File: src/hdl/b64d_pkg.sv
// ---------------------------------------------------------------------------
// b64d_pkg
// Shared types, codes and the alphabet lookup for the Base64 decoder.
// ---------------------------------------------------------------------------
package b64d_pkg;

	localparam int QDepth    = 16;
	localparam int QAw       = $clog2(QDepth);
	// worst case: item in the input stage and a new one each add three results
	localparam int QReadyMax = QDepth - 6;

	localparam logic [7:0] PadChar   = 8'h3D;
	localparam logic [6:0] SextetBad = 7'd64;

	typedef enum logic [1:0] {
		ST_OK      = 2'd0,
		ST_BAD_CHR = 2'd1,
		ST_BAD_LEN = 2'd2,
		ST_BAD_PAD = 2'd3
	} status_t;

	typedef struct packed {
		logic [7:0] data_byte;
		logic       byte_valid;
		logic       final_flag;
		status_t    status;
	} result_t;

	// sextet value 0..63, or SextetBad outside the alphabet
	function automatic logic [6:0] sextet_of(input logic [7:0] c);
		logic [6:0] v;
		v = SextetBad;
		if (c >= 8'h41 && c <= 8'h5A) begin
			v = 7'(c - 8'h41);
		end else if (c >= 8'h61 && c <= 8'h7A) begin
			v = 7'(c - 8'h61) + 7'd26;
		end else if (c >= 8'h30 && c <= 8'h39) begin
			v = 7'(c - 8'h30) + 7'd52;
		end else if (c == 8'h2B) begin
			v = 7'd62;
		end else if (c == 8'h2F) begin
			v = 7'd63;
		end
		return v;
	endfunction

endpackage

File: src/hdl/base64_decoder_checked_top.sv
// ---------------------------------------------------------------------------
// base64_decoder_checked_top
// Base64 decoder with message status, one character per request.
// ---------------------------------------------------------------------------
// Takes one character per cycle while s_axis_tready is high. Each request
// is registered, decoded in one pass against the group state, and its zero
// to three results go into a 16-entry result queue that drains one result
// per cycle on the master side while m_axis_tready is high. The input side
// holds tready low while the queue holds more than ten results, so with a
// stalled output it backs up; with a free-running output the sustained rate
// is one character per cycle. The last result of a message has tlast high and
// carries the status; on a nonzero status the consumer drops the earlier bytes.
// ---------------------------------------------------------------------------
module base64_decoder_checked_top
	import b64d_pkg::*;
(
	input  logic       clk,
	input  logic       arst_n,
	input  logic       s_axis_tvalid,
	output logic       s_axis_tready,
	input  logic [7:0] s_axis_tdata,   // [7:0] char_code
	input  logic       s_axis_tlast,   // end_mark
	input  logic       s_axis_tuser,   // [0] no_char
	output logic       m_axis_tvalid,
	input  logic       m_axis_tready,
	output logic [7:0] m_axis_tdata,   // [7:0] data_byte
	output logic       m_axis_tlast,   // final_flag
	output logic [2:0] m_axis_tuser    // [0] byte_valid, [2:1] status
);

	logic        valid_s1;
	logic [7:0]  char_s1;
	logic        end_s1;
	logic        none_s1;

	logic [1:0]  qpos_q, qpos_d;
	logic [17:0] acc_q, acc_d;
	status_t     err_q, err_d;
	logic [1:0]  pad_q, pad_d;

	result_t     res [3];
	logic [1:0]  nres;

	result_t     queue_q [QDepth];
	logic [QAw-1:0] wr_ptr_q, rd_ptr_q;
	logic [QAw:0]   count_q;
	logic           pop;

	assign s_axis_tready = (count_q <= (QAw+1)'(QReadyMax));

	always_ff @(posedge clk or negedge arst_n) begin
		if (!arst_n) begin
			valid_s1 <= 1'b0;
		end else begin
			valid_s1 <= s_axis_tvalid && s_axis_tready;
		end
	end

	always_ff @(posedge clk) begin
		if (s_axis_tvalid && s_axis_tready) begin
			char_s1 <= s_axis_tdata;
			end_s1  <= s_axis_tlast;
			none_s1 <= s_axis_tuser;
		end
	end

	// decode one character against the group state
	always_comb begin
		logic [6:0]  v;
		logic [23:0] x;
		logic [1:0]  nb;
		logic        done;
		status_t     st;
		qpos_d = qpos_q;
		acc_d  = acc_q;
		err_d  = err_q;
		pad_d  = pad_q;
		nres   = 2'd0;
		x      = 24'd0;
		nb     = 2'd0;
		done   = 1'b0;
		st     = ST_OK;
		v      = sextet_of(char_s1);
		for (int k = 0; k < 3; k++) begin
			res[k] = '{data_byte: 8'd0, byte_valid: 1'b0, final_flag: 1'b0, status: ST_OK};
		end
		if (!none_s1 && err_q == ST_OK) begin
			if (pad_q != 2'd0 && qpos_q == 2'd0) begin
				err_d = ST_BAD_PAD;
			end else if (char_s1 == PadChar) begin
				if (qpos_q < 2'd2) begin
					err_d = ST_BAD_PAD;
				end else if (qpos_q == 2'd2) begin
					pad_d  = 2'd1;
					acc_d  = {acc_q[11:0], 6'd0};
					qpos_d = 2'd3;
				end else begin
					pad_d = pad_q + 2'd1;
					x     = {acc_q, 6'd0};
					nb    = (pad_d == 2'd2) ? 2'd1 : 2'd2;
					done  = 1'b1;
				end
			end else if (v == SextetBad) begin
				err_d = ST_BAD_CHR;
			end else if (pad_q != 2'd0) begin
				err_d = ST_BAD_PAD;
			end else if (qpos_q < 2'd3) begin
				acc_d  = {acc_q[11:0], v[5:0]};
				qpos_d = qpos_q + 2'd1;
			end else begin
				x    = {acc_q, v[5:0]};
				nb   = 2'd3;
				done = 1'b1;
			end
		end
		if (done) begin
			qpos_d = 2'd0;
			acc_d  = 18'd0;
			nres   = nb;
			res[0].data_byte  = x[23:16];
			res[0].byte_valid = 1'b1;
			res[1].data_byte  = x[15:8];
			res[1].byte_valid = (nb >= 2'd2);
			res[2].data_byte  = x[7:0];
			res[2].byte_valid = (nb == 2'd3);
			if (nb < 2'd2) begin
				res[1].data_byte = 8'd0;
			end
			if (nb < 2'd3) begin
				res[2].data_byte = 8'd0;
			end
		end
		if (end_s1) begin
			st = err_d;
			if (st == ST_OK && qpos_d != 2'd0) begin
				st = ST_BAD_LEN;
			end
			if (nres == 2'd0) begin
				nres = 2'd1;
			end
			res[nres-2'd1].final_flag = 1'b1;
			res[nres-2'd1].status     = st;
			qpos_d = 2'd0;
			acc_d  = 18'd0;
			err_d  = ST_OK;
			pad_d  = 2'd0;
		end
	end

	always_ff @(posedge clk or negedge arst_n) begin
		if (!arst_n) begin
			qpos_q <= 2'd0;
			acc_q  <= 18'd0;
			err_q  <= ST_OK;
			pad_q  <= 2'd0;
		end else if (valid_s1) begin
			qpos_q <= qpos_d;
			acc_q  <= acc_d;
			err_q  <= err_d;
			pad_q  <= pad_d;
		end
	end

	// result queue
	assign pop = m_axis_tvalid && m_axis_tready;

	always_ff @(posedge clk) begin
		if (valid_s1) begin
			for (int k = 0; k < 3; k++) begin
				if (2'(k) < nres) begin
					queue_q[wr_ptr_q + QAw'(k)] <= res[k];
				end
			end
		end
	end

	always_ff @(posedge clk or negedge arst_n) begin
		if (!arst_n) begin
			wr_ptr_q <= '0;
			rd_ptr_q <= '0;
			count_q  <= '0;
		end else begin
			if (valid_s1) begin
				wr_ptr_q <= wr_ptr_q + QAw'(nres);
			end
			if (pop) begin
				rd_ptr_q <= rd_ptr_q + QAw'(1);
			end
			count_q <= count_q + (valid_s1 ? (QAw+1)'(nres) : '0)
				- (pop ? (QAw+1)'(1) : '0);
		end
	end

	assign m_axis_tvalid = (count_q != '0);
	assign m_axis_tdata  = queue_q[rd_ptr_q].data_byte;
	assign m_axis_tlast  = queue_q[rd_ptr_q].final_flag;
	assign m_axis_tuser  = {queue_q[rd_ptr_q].status, queue_q[rd_ptr_q].byte_valid};

endmodule
File: config.mk
export PLATFORM = sky130hd
export DESIGN_NAME = base64_decoder_checked_top
export DESIGN_NICKNAME = d
export VERILOG_FILES = /design/src/hdl/b64d_pkg.sv /design/src/hdl/base64_decoder_checked_top.sv
export SDC_FILE = /design/constraint.sdc
export NUM_CORES = 1
export LEC_CHECK = 0
export ABC_AREA = 1
export BUFFER_PORTS_ARGS = -buffer_cell sky130_fd_sc_hd__buf_2
export CORE_ASPECT_RATIO = 0.7
export CORE_MARGIN = 5
export CORE_UTILIZATION = 35
export CTS_CLUSTER_SIZE = 30
export DETAILED_ROUTE_END_ITERATION = 7
export HOLD_SLACK_MARGIN = 0.05
export PLACE_DENSITY = 0.48
export RECOVER_POWER = 25
export SYNTH_ARGS = -nofsm -noshare
export SYNTH_HDL_FRONTEND = slang
export SYNTH_SLANG_ARGS = --single-unit
File: constraint.sdc
create_clock -name clk -period 5.22 [get_ports clk]
set_input_delay 1.044 -clock clk [delete_from_list [all_inputs] [get_ports clk]]
set_output_delay 1.044 -clock clk [all_outputs]
set_load 0.02 [all_outputs]
==> results of run 1 <==
-- routing by layer --
| layer | up-vias | track usage | part of all wire |
|---|---|---|---|
| met5 | - | 0 | 0 |
| met4 | 0 | 0.04181 | 0.019 |
| met3 | 78 | 0.05262 | 0.10 |
| met2 | 663 | 0.3395 | 0.40 |
| met1 | 6645 | 0.3693 | 0.47 |
| li1 | 6655 | - | - |
-- synthesized netlist by cell type (all sizes together) --
cell type / instances
nand2: 649
nand3: 253
edfxtp: 202
nor2: 191
inv: 187
o21ai: 141
clkbuf: 59
buf: 51
dfrtp: 38
mux2i: 36
o221ai: 36
a21oi: 35
ha: 23
o211ai: 20
nand4: 13
o32ai: 12
xor2: 9
nor3: 5
xnor2: 5
a31oi: 3
clkinv: 3
nor4: 3
o22ai: 3
fa: 2
nand3b: 2
or2: 2
a211oi: 1
and2: 1
o21bai: 1
-- worst paths after layout --
path | from | end | slack (ns)
setup reg to reg | char_s1[1] | queue_q[8][4] | 0.56
setup / recovery | char_s1[1] | queue_q[8][4] | 0.56
min in group asynchronous | arst_n | acc_q[2] | 1.28
max in group asynchronous | arst_n | rd_ptr_q[0] | 2.28
hold / removal | acc_q[12] | acc_q[12] | 0.49
hold reg to reg | acc_q[12] | acc_q[12] | 0.49
-- worst max-delay path, cell delays in order (launching register included) --
cell      delay (ns)
edfxtp_1        0.48
inv_1           0.24
ha_1            0.26
nand2_1         0.14
inv_1           0.12
nand2_1         0.06
nand2_1         0.07
nand3b_1        0.11
nand2_1         0.20
nor2_1          0.08
nor2_1          0.15
nand3_1         0.10
nor2_1          0.18
nand2_2         0.20
nand2_4         0.13
nand2_4         0.09
nand2_4         0.28
inv_1           0.30
nand2_1         0.71
o21ai_1         0.20
nand2_1         0.10
o21ai_1         0.13
-- logic make-up after synthesis --
logic type | Yosys count | synth area share
and+or+nand+nor | 1119 | 0.3126
buffers and inverters | 300 | 0.08096
AOI/OAI and AO/OA | 252 | 0.1010
DFF | 240 | 0.4531
muxes | 36 | 0.02327
adders and majority gates | 25 | 0.02117
xor gates and xnor gates | 14 | 0.007918
-- layout make-up --
type                            instances  area [um2]
Sequential cell                       240        7020
Inverter                              190       713.2
Fill cell                            4566       26640
Clock inverter                         14       128.9
Multi-Input combinational cell       1446        7186
Timing Repair Buffer                   87       581.8
Clock buffer                           32       713.2
Tap cell                              594       743.2
-- flip-flops by register name (all words and copies together) (netlist names) --
register  flops
queue_q     192
wr_ptr_q      4
pad_q         2
rd_ptr_q      4
err_q         2
valid_s1      1
count_q       5
none_s1       1
acc_q        18
end_s1        1
qpos_q        2
char_s1       8
-- through the flow --
stage,util,instance area [um2],hold slack (ns)
2_1_floorplan,-,15490,0.4530
3_3_place_gp,0.3729,16300,0.4743
3_5_place_dp,0.3729,16300,0.4798
4_1_cts,0.3922,17150,0.4938
5_1_grt,0.3908,17090,0.5174
6_report,0.3908,17090,0.4949
-- report_power, final --
part	switching [W]	internal [W]
Combinational	0.00212	0.000840
Sequential	0.000252	0.00230
Clock	0.000794	0.00106
==> results.json, run 1 <==
{
  "cp_data_arrival_time_ns": 4.94,
  "layout_common_cells": "631 x nand2_1, 240 x nand3_1, 202 x edfxtp_1",
  "synth-seq-cells": 240,
  "grt_pass1_wl_um": 86600,
  "grt.total_usage": 0.2371,
  "routed-via-count": 14040,
  "pre_cts_ws_ns": 0.7115,
  "gr-total-overflow": 0,
  "maxSlewViolCount": 94,
  "skew_ns": 0.01320,
  "yosys_warnings": 0,
  "outcome": "complete, but fails checks",
  "setup-tns-final_ns": 0,
  "clock_sinks": 240,
  "fmax_ghz": 0.2148,
  "layout_commonest_cell": "nand2_1",
  "finalHoldViolations": 0,
  "slew_headroom": -0.6824,
  "endpoint_kind": "flip-flop",
  "ctsLongestPathBuffers": 3,
  "cts_setup_buffers": 0,
  "die_x_um": 261.4,
  "gp_congestion": 0.9433,
  "dieHeight_um": 186.0,
  "syn_area_um2": 15490,
  "cts-root-buf": "clkbuf_16",
  "crit_path_start_kind": "flip-flop",
  "placedCellCount": 2557,
  "p_total_w": 0.007369,
  "worst_pin_slew_ns": 2.497,
  "synth.net_count": 2025,
  "layout-drive-gt1-share": 0.1010,
  "drt-total-wl_um": 58050,
  "finalSetupViolCount": 0,
  "die_area_um2": 48620,
  "crit_fanout": 22,
  "drt_iter0_drc": 1836,
  "synth_area_per_cell_um2": 7.798,
  "ant_nets": 0,
  "wl_per_cell_um": 22.30,
  "rows": 64,
  "worstHoldPathCells": 2,
  "rsz0062_at_grt": "no",
  "fin_nets": 2030,
  "portBuffers": 27,
  "fin_cells": 2603,
  "rr_worst_depth": 21,
  "cts_tree": "yes",
  "netlist_top_cells_area": "edfxtp_1 39%, nand2_1 15%, nand3_1 7.8%",
  "io_pins": 28,
  "min_path_type": "flip-flop to flip-flop",
  "grt_pass1_vias": 13040,
  "hpwlAfterDp_um": 42160,
  "post-route-period-util": 0.8919,
  "syn2layout_area_growth_pct": 10.33,
  "netlist_instances": 1986,
  "clk_pin_slew_ns": 0.06,
  "cp.required_ns": 5.50,
  "drcViolationCount": 0,
  "ys_types": 47,
  "finalCriticalPeriod_ns": 4.656,
  "powerDensity_nw_per_um2": 431.3,
  "grt_max_degree": 99,
  "antenna_found_initial": 0,
  "p_leak_nw": 7.766,
  "maxCapViolCount": 3,
  "via_per_inst": 5.394,
  "synth_top_area_share": 0.3917,
  "insertedDiodeCount": 0,
  "yosysTopAreaCell": "edfxtp_1",
  "drt_pre_antenna_iters": 6,
  "core-area_um2": 43720,
  "h-tree-depth": 1,
  "failed_checks": "capacitance limit, slew limit",
  "holdBufCountCts": 0,
  "critical_path_class": "flip-flop to flip-flop",
  "yosysSeqAreaShare": 0.4531,
  "cts-buffers-inserted": 26,
  "ir_worst_vdd_mv": 0.2250,
  "fin_ws_ns": 0.5642,
  "cts-resized-gates": 0,
  "insertion_delay_ns": 0.56,
  "start_util": 0.3542
}
Note: power is estimated with default switching activity, not from simulation.
==> inputs of run 2 (changes only) <==
--- a/config.mk
+++ b/config.mk
@@ -6,12 +6,12 @@
 export NUM_CORES = 1
 export LEC_CHECK = 0
 export ABC_AREA = 1
-export BUFFER_PORTS_ARGS = -buffer_cell sky130_fd_sc_hd__buf_2
 export CORE_ASPECT_RATIO = 0.7
 export CORE_MARGIN = 5
 export CORE_UTILIZATION = 35
 export CTS_CLUSTER_SIZE = 30
 export DETAILED_ROUTE_END_ITERATION = 7
+export DONT_BUFFER_PORTS = 1
 export HOLD_SLACK_MARGIN = 0.05
 export PLACE_DENSITY = 0.48
 export RECOVER_POWER = 25
==> constraint.sdc (replaced) <==
create_clock -name clk -period 6 [get_ports clk]
set_input_delay 1.2 -clock clk [delete_from_list [all_inputs] [get_ports clk]]
set_output_delay 1.2 -clock clk [all_outputs]
set_load 0.02 [all_outputs]
==> results.json, run 2 (synthesized netlist as in run 1, its figures left out) <==
{
  "gr-total-overflow": 0,
  "drt-total-wl_um": 58290,
  "portBuffers": 0,
  "io_pins": 28,
  "endpoint_kind": "flip-flop",
  "cts_tree": "yes",
  "routed-via-count": 14120,
  "layout_common_cells": "632 x nand2_1, 240 x nand3_1, 202 x edfxtp_1",
  "cp_cell_sequence": "inv_1 > ha_1 > nand2_1 > a21oi_1 > nand2_1 > nand2_1 > nand3_1 > a21oi_1 > nand2_1 > nor2_1 > nand2_1 > nand2_4 > nand2_4 > nand2_4 > nand2_2 > nand2_1 > inv_1 > nand3_1 > nand3_1",
  "layout-drive-gt1-share": 0.08651,
  "critical_path_class": "flip-flop to flip-flop",
  "cpPeakStageDelay_ns": 0.64,
  "fin_nets": 1985,
  "drt_pre_antenna_iters": 6,
  "cts-root-buf": "clkbuf_16",
  "die_x_um": 261.4,
  "cts-resized-gates": 0,
  "cts_setup_buffers": 0,
  "largest_reg_flops": 192,
  "setup-tns-final_ns": 0,
  "ant_nets": 0,
  "clock_sinks": 240,
  "hpwlAfterDp_um": 41900,
  "slew_headroom": -0.2885,
  "reg2reg_slack_ns": 0.80,
  "grt_pass1_wl_um": 86430,
  "maxSlewViolCount": 68,
  "antenna_found_initial": 0,
  "grt.total_usage": 0.2371,
  "grt_max_degree": 57,
  "wl_per_cell_um": 22.78,
  "ctsLongestPathBuffers": 3,
  "cp_data_arrival_time_ns": 5.27,
  "fin_cells": 2559,
  "grt_pass1_vias": 12970,
  "crit_path_start_kind": "flip-flop",
  "placedCellCount": 2510,
  "powerDensity_nw_per_um2": 380.1,
  "gp_congestion": 0.9522,
  "regMostFlops": "queue_q",
  "rsz0062_at_grt": "no",
  "cp_slowest_cell": "nand3_1",
  "path_buf_inv": 2,
  "skew_ns": 0.03027,
  "critical_path.most_common_cell": "nand2_1",
  "finalHoldViolations": 0,
  "finalSetupViolCount": 0,
  "finalCriticalPeriod_ns": 5.203,
  "top_regs": "queue_q: 192 flops, acc_q: 18 flops, char_s1: 8 flops",
  "utilization": 0.3858,
  "rr_worst_depth": 19,
  "fmax_ghz": 0.1922,
  "p_leak_nw": 7.628,
  "drcViolationCount": 0,
  "drt_iter0_drc": 1845,
  "via_per_inst": 5.516,
  "placed_cell_area_um2": 16010,
  "die_area_um2": 48620,
  "core-area_um2": 43720,
  "insertion_delay_ns": 0.59,
  "insertedDiodeCount": 0,
  "dieHeight_um": 186.0,
  "syn2layout_area_growth_pct": 8.920,
  "maxCapViolCount": 3,
  "ir_worst_vdd_mv": 0.2604,
  "holdBufCountCts": 0,
  "min_path_type": "primary input to asynchronous set/reset pin",
  "reg2reg_to": "queue_q[3][0]",
  "crit_fanout": 22,
  "post-route-period-util": 0.8671,
  "cp.required_ns": 6.07,
  "layout_commonest_cell": "nand2_1",
  "clk_pin_slew_ns": 0.06,
  "worst_pin_slew_ns": 1.920,
  "h-tree-depth": 1,
  "r2r-start": "char_s1[2]",
  "cts-buffers-inserted": 28,
  "rows": 64,
  "p_total_w": 0.006411,
  "outcome": "complete, but fails checks",
  "failed_checks": "capacitance limit, slew limit",
  "start_util": 0.3542,
  "stdcell_area_um2": 16870,
  "critPathTopFamily": "simple AND/OR/NAND/NOR gates"
}
-- run 2: layout make-up --
cell class | count | area [um2]
timing repair buffer | 40 | 312.8
sequential | 240 | 7022
clock inverter | 16 | 178.9
inverter | 190 | 713.2
tap | 594 | 743.2
clock buffer | 33 | 719.4
fill | 4540 | 26850
multi-input combinational | 1446 | 7178
-- run 2: per-layer routing --
metal  GRT usage  part of all wire
met1      0.3790              0.47
met2      0.3282              0.40
met3     0.04651              0.11
met4     0.05021             0.021
met5           0                 0
-- run 2: worst reg2reg max path: stages, from the launching register on --
cell and delay (ns):
edfxtp_1 0.54, inv_1 0.17, ha_1 0.28, nand2_1 0.13, a21oi_1 0.33, nand2_1 0.13, nand2_1 0.15, nand3_1 0.09
a21oi_1 0.26, nand2_1 0.12, nor2_1 0.16, nand2_1 0.30, nand2_4 0.17, nand2_4 0.10, nand2_4 0.29, nand2_2 0.14
nand2_1 0.43, inv_1 0.17, nand3_1 0.10, nand3_1 0.64
-- run 2: per-stage QoR --
stage | hold slack (ns) | worst slack (ns)
after floorplan | 0.4530 | 2.082
after detailed placement | 0.4899 | 1.166
after CTS | 0.2951 | 1.148
after global routing | 0.2992 | 0.3890
after global placement | 0.4736 | 1.294
final | 0.3284 | 0.7972
-- run 2: how the worst max path moves through the flow --
stage,startpoint,endpoint,slack (ns),depth (start not counted)
after CTS,char_s1[2],queue_q[3][7],1.15,19
after detailed placement,char_s1[2],queue_q[3][0],1.17,19
after global routing,char_s1[2],queue_q[3][7],0.39,19
final,char_s1[2],queue_q[3][0],0.80,19
after floorplan,char_s1[2],count_q[4],2.08,27
after global placement,char_s1[2],queue_q[3][0],1.29,19
-- run 2: where the power goes --
group          switching (W)  internal, W
Sequential          0.000261      0.00200
Combinational        0.00177     0.000678
Clock               0.000715     0.000984
==> inputs of run 3 (changes only) <==
==> constraint.sdc (replaced) <==
create_clock -name clk -period 5.25 [get_ports clk]
set_input_delay 1.05 -clock clk [delete_from_list [all_inputs] [get_ports clk]]
set_output_delay 1.05 -clock clk [all_outputs]
set_load 0.01 [all_outputs]
==> results.json, run 3 (synthesized netlist as in run 1, its figures left out) <==
{
  "h-tree-depth": 1,
  "cp_data_arrival_time_ns": 3.92,
  "critical_path_class": "flip-flop to output port",
  "layout_commonest_cell": "nand2_1",
  "io_pins": 28,
  "cts-resized-gates": 0,
  "holdBufCountCts": 0,
  "ir_worst_vdd_mv": 0.2670,
  "outcome": "complete, but fails checks",
  "rr_worst_depth": 20,
  "die_x_um": 261.4,
  "clk_pin_slew_ns": 0.06,
  "powerDensity_nw_per_um2": 433.5,
  "grt_max_degree": 76,
  "start_util": 0.3542,
  "nFillCells": 4568,
  "drcViolationCount": 0,
  "crit_fanout": 56,
  "portBuffers": 0,
  "regMostFlops": "queue_q",
  "finalHoldViolations": 0,
  "rows": 64,
  "cp.required_ns": 4.20,
  "cts_setup_buffers": 0,
  "top_regs": "queue_q: 192 flops, acc_q: 18 flops, char_s1: 8 flops",
  "dieHeight_um": 186.0,
  "ctsLongestPathBuffers": 3,
  "insertion_delay_ns": 0.58,
  "skew_ns": 0.01033,
  "fin_nets": 1993,
  "min_path_type": "primary input to asynchronous set/reset pin",
  "cts-root-buf": "clkbuf_16",
  "stdcell_area_um2": 17010,
  "crit_path_start_kind": "flip-flop",
  "insertedDiodeCount": 0,
  "placed_cell_area_um2": 16090,
  "hpwlAfterDp_um": 41400,
  "drt_iter0_drc": 1599,
  "p_leak_nw": 7.711,
  "antenna_found_initial": 0,
  "die_area_um2": 48620,
  "cts_tree": "yes",
  "gr-total-overflow": 0,
  "drt-total-wl_um": 57120,
  "cts-buffers-inserted": 28,
  "syn2layout_area_growth_pct": 9.849,
  "endpoint_kind": "output port",
  "ant_nets": 0,
  "layout_common_cells": "632 x nand2_1, 240 x nand3_1, 202 x edfxtp_1",
  "reg2reg_to": "queue_q[3][2]",
  "finalCriticalPeriod_ns": 4.966,
  "routed-via-count": 13950,
  "setup-tns-final_ns": 0,
  "reg2reg_slack_ns": 0.56,
  "setup.worst_path.start": "rd_ptr_q[0]",
  "maxSlewViolCount": 74,
  "clock_sinks": 240,
  "r2r-start": "char_s1[2]",
  "largest_reg_flops": 192,
  "grt_pass1_vias": 12970,
  "via_per_inst": 5.433,
  "wl_per_cell_um": 22.24,
  "slew_headroom": -0.2403,
  "maxCapViolCount": 3,
  "finalSetupViolCount": 0,
  "core-area_um2": 43720,
  "grt_pass1_wl_um": 86030,
  "fmax_ghz": 0.2014,
  "failed_checks": "capacitance limit, slew limit",
  "gp_congestion": 0.9103,
  "rsz0062_at_grt": "no",
  "grt.total_usage": 0.2341,
  "drt_pre_antenna_iters": 6,
  "worst_pin_slew_ns": 1.860,
  "layout-drive-gt1-share": 0.09068,
  "post-route-period-util": 0.9459
}
run 3: cell type report:
class | instances | area, um2 | area share
inverter | 190 | 713.2 | 0.04192
multi-input combinational | 1446 | 7183 | 0.4223
timing repair buffer | 48 | 397.9 | 0.02339
tap | 594 | 743.2 | 0.04369
clock buffer | 32 | 715.7 | 0.04207
clock inverter | 18 | 240.2 | 0.01412
sequential | 240 | 7018 | 0.4125
run 3: critical path: stages, from the launching register on:
cell,delay [ns]
dfrtp_1,1.58
inv_1,0.50
buf_12,0.35
nor2_1,0.21
o32ai_1,0.11
o211ai_1,0.32
nand2_1,0.20
run 3: worst max-delay path by stage:
stage,endpoint
final,m_axis_tdata[1]
after global placement,count_q[4]
after floorplan,count_q[4]
after detailed placement,count_q[4]
after CTS,count_q[4]
after global routing,m_axis_tdata[1]
run 3: where the power goes:
part / internal [W] / switching (W) / total [W]
Clock: 0.00122 / 0.000842 / 0.00207
Sequential: 0.00229 / 0.000313 / 0.00260
Combinational: 0.000785 / 0.00192 / 0.00271
Total: 0.00429 / 0.00308 / 0.00737
run 3: metrics by stage:
stage | std cells | worst slack [ns] | hold WS, ns | util | power (W)
2_1_floorplan | 1986 | 1.332 | 0.4530 | - | 0.004421
3_3_place_gp | 2518 | 0.8172 | 0.4735 | 0.3680 | 0.005337
3_5_place_dp | 2518 | 0.7292 | 0.4807 | 0.3680 | 0.005342
4_1_cts | 2568 | 0.7217 | 0.1406 | 0.3899 | 0.007426
5_1_grt | 2568 | 0.1561 | 0.1434 | 0.3891 | 0.007799
6_report | 2568 | 0.2842 | 0.1666 | 0.3891 | 0.007374
run 3: per-layer routing:
metal	routed length, um	part of all wire	global-route usage	vias up
li1	-	-	-	6599
met1	27620	0.48	0.3634	6665
met2	23250	0.41	0.3365	611
met3	5095	0.089	0.04787	78
met4	1152	0.020	0.04727	0
met5	0	0	0	-
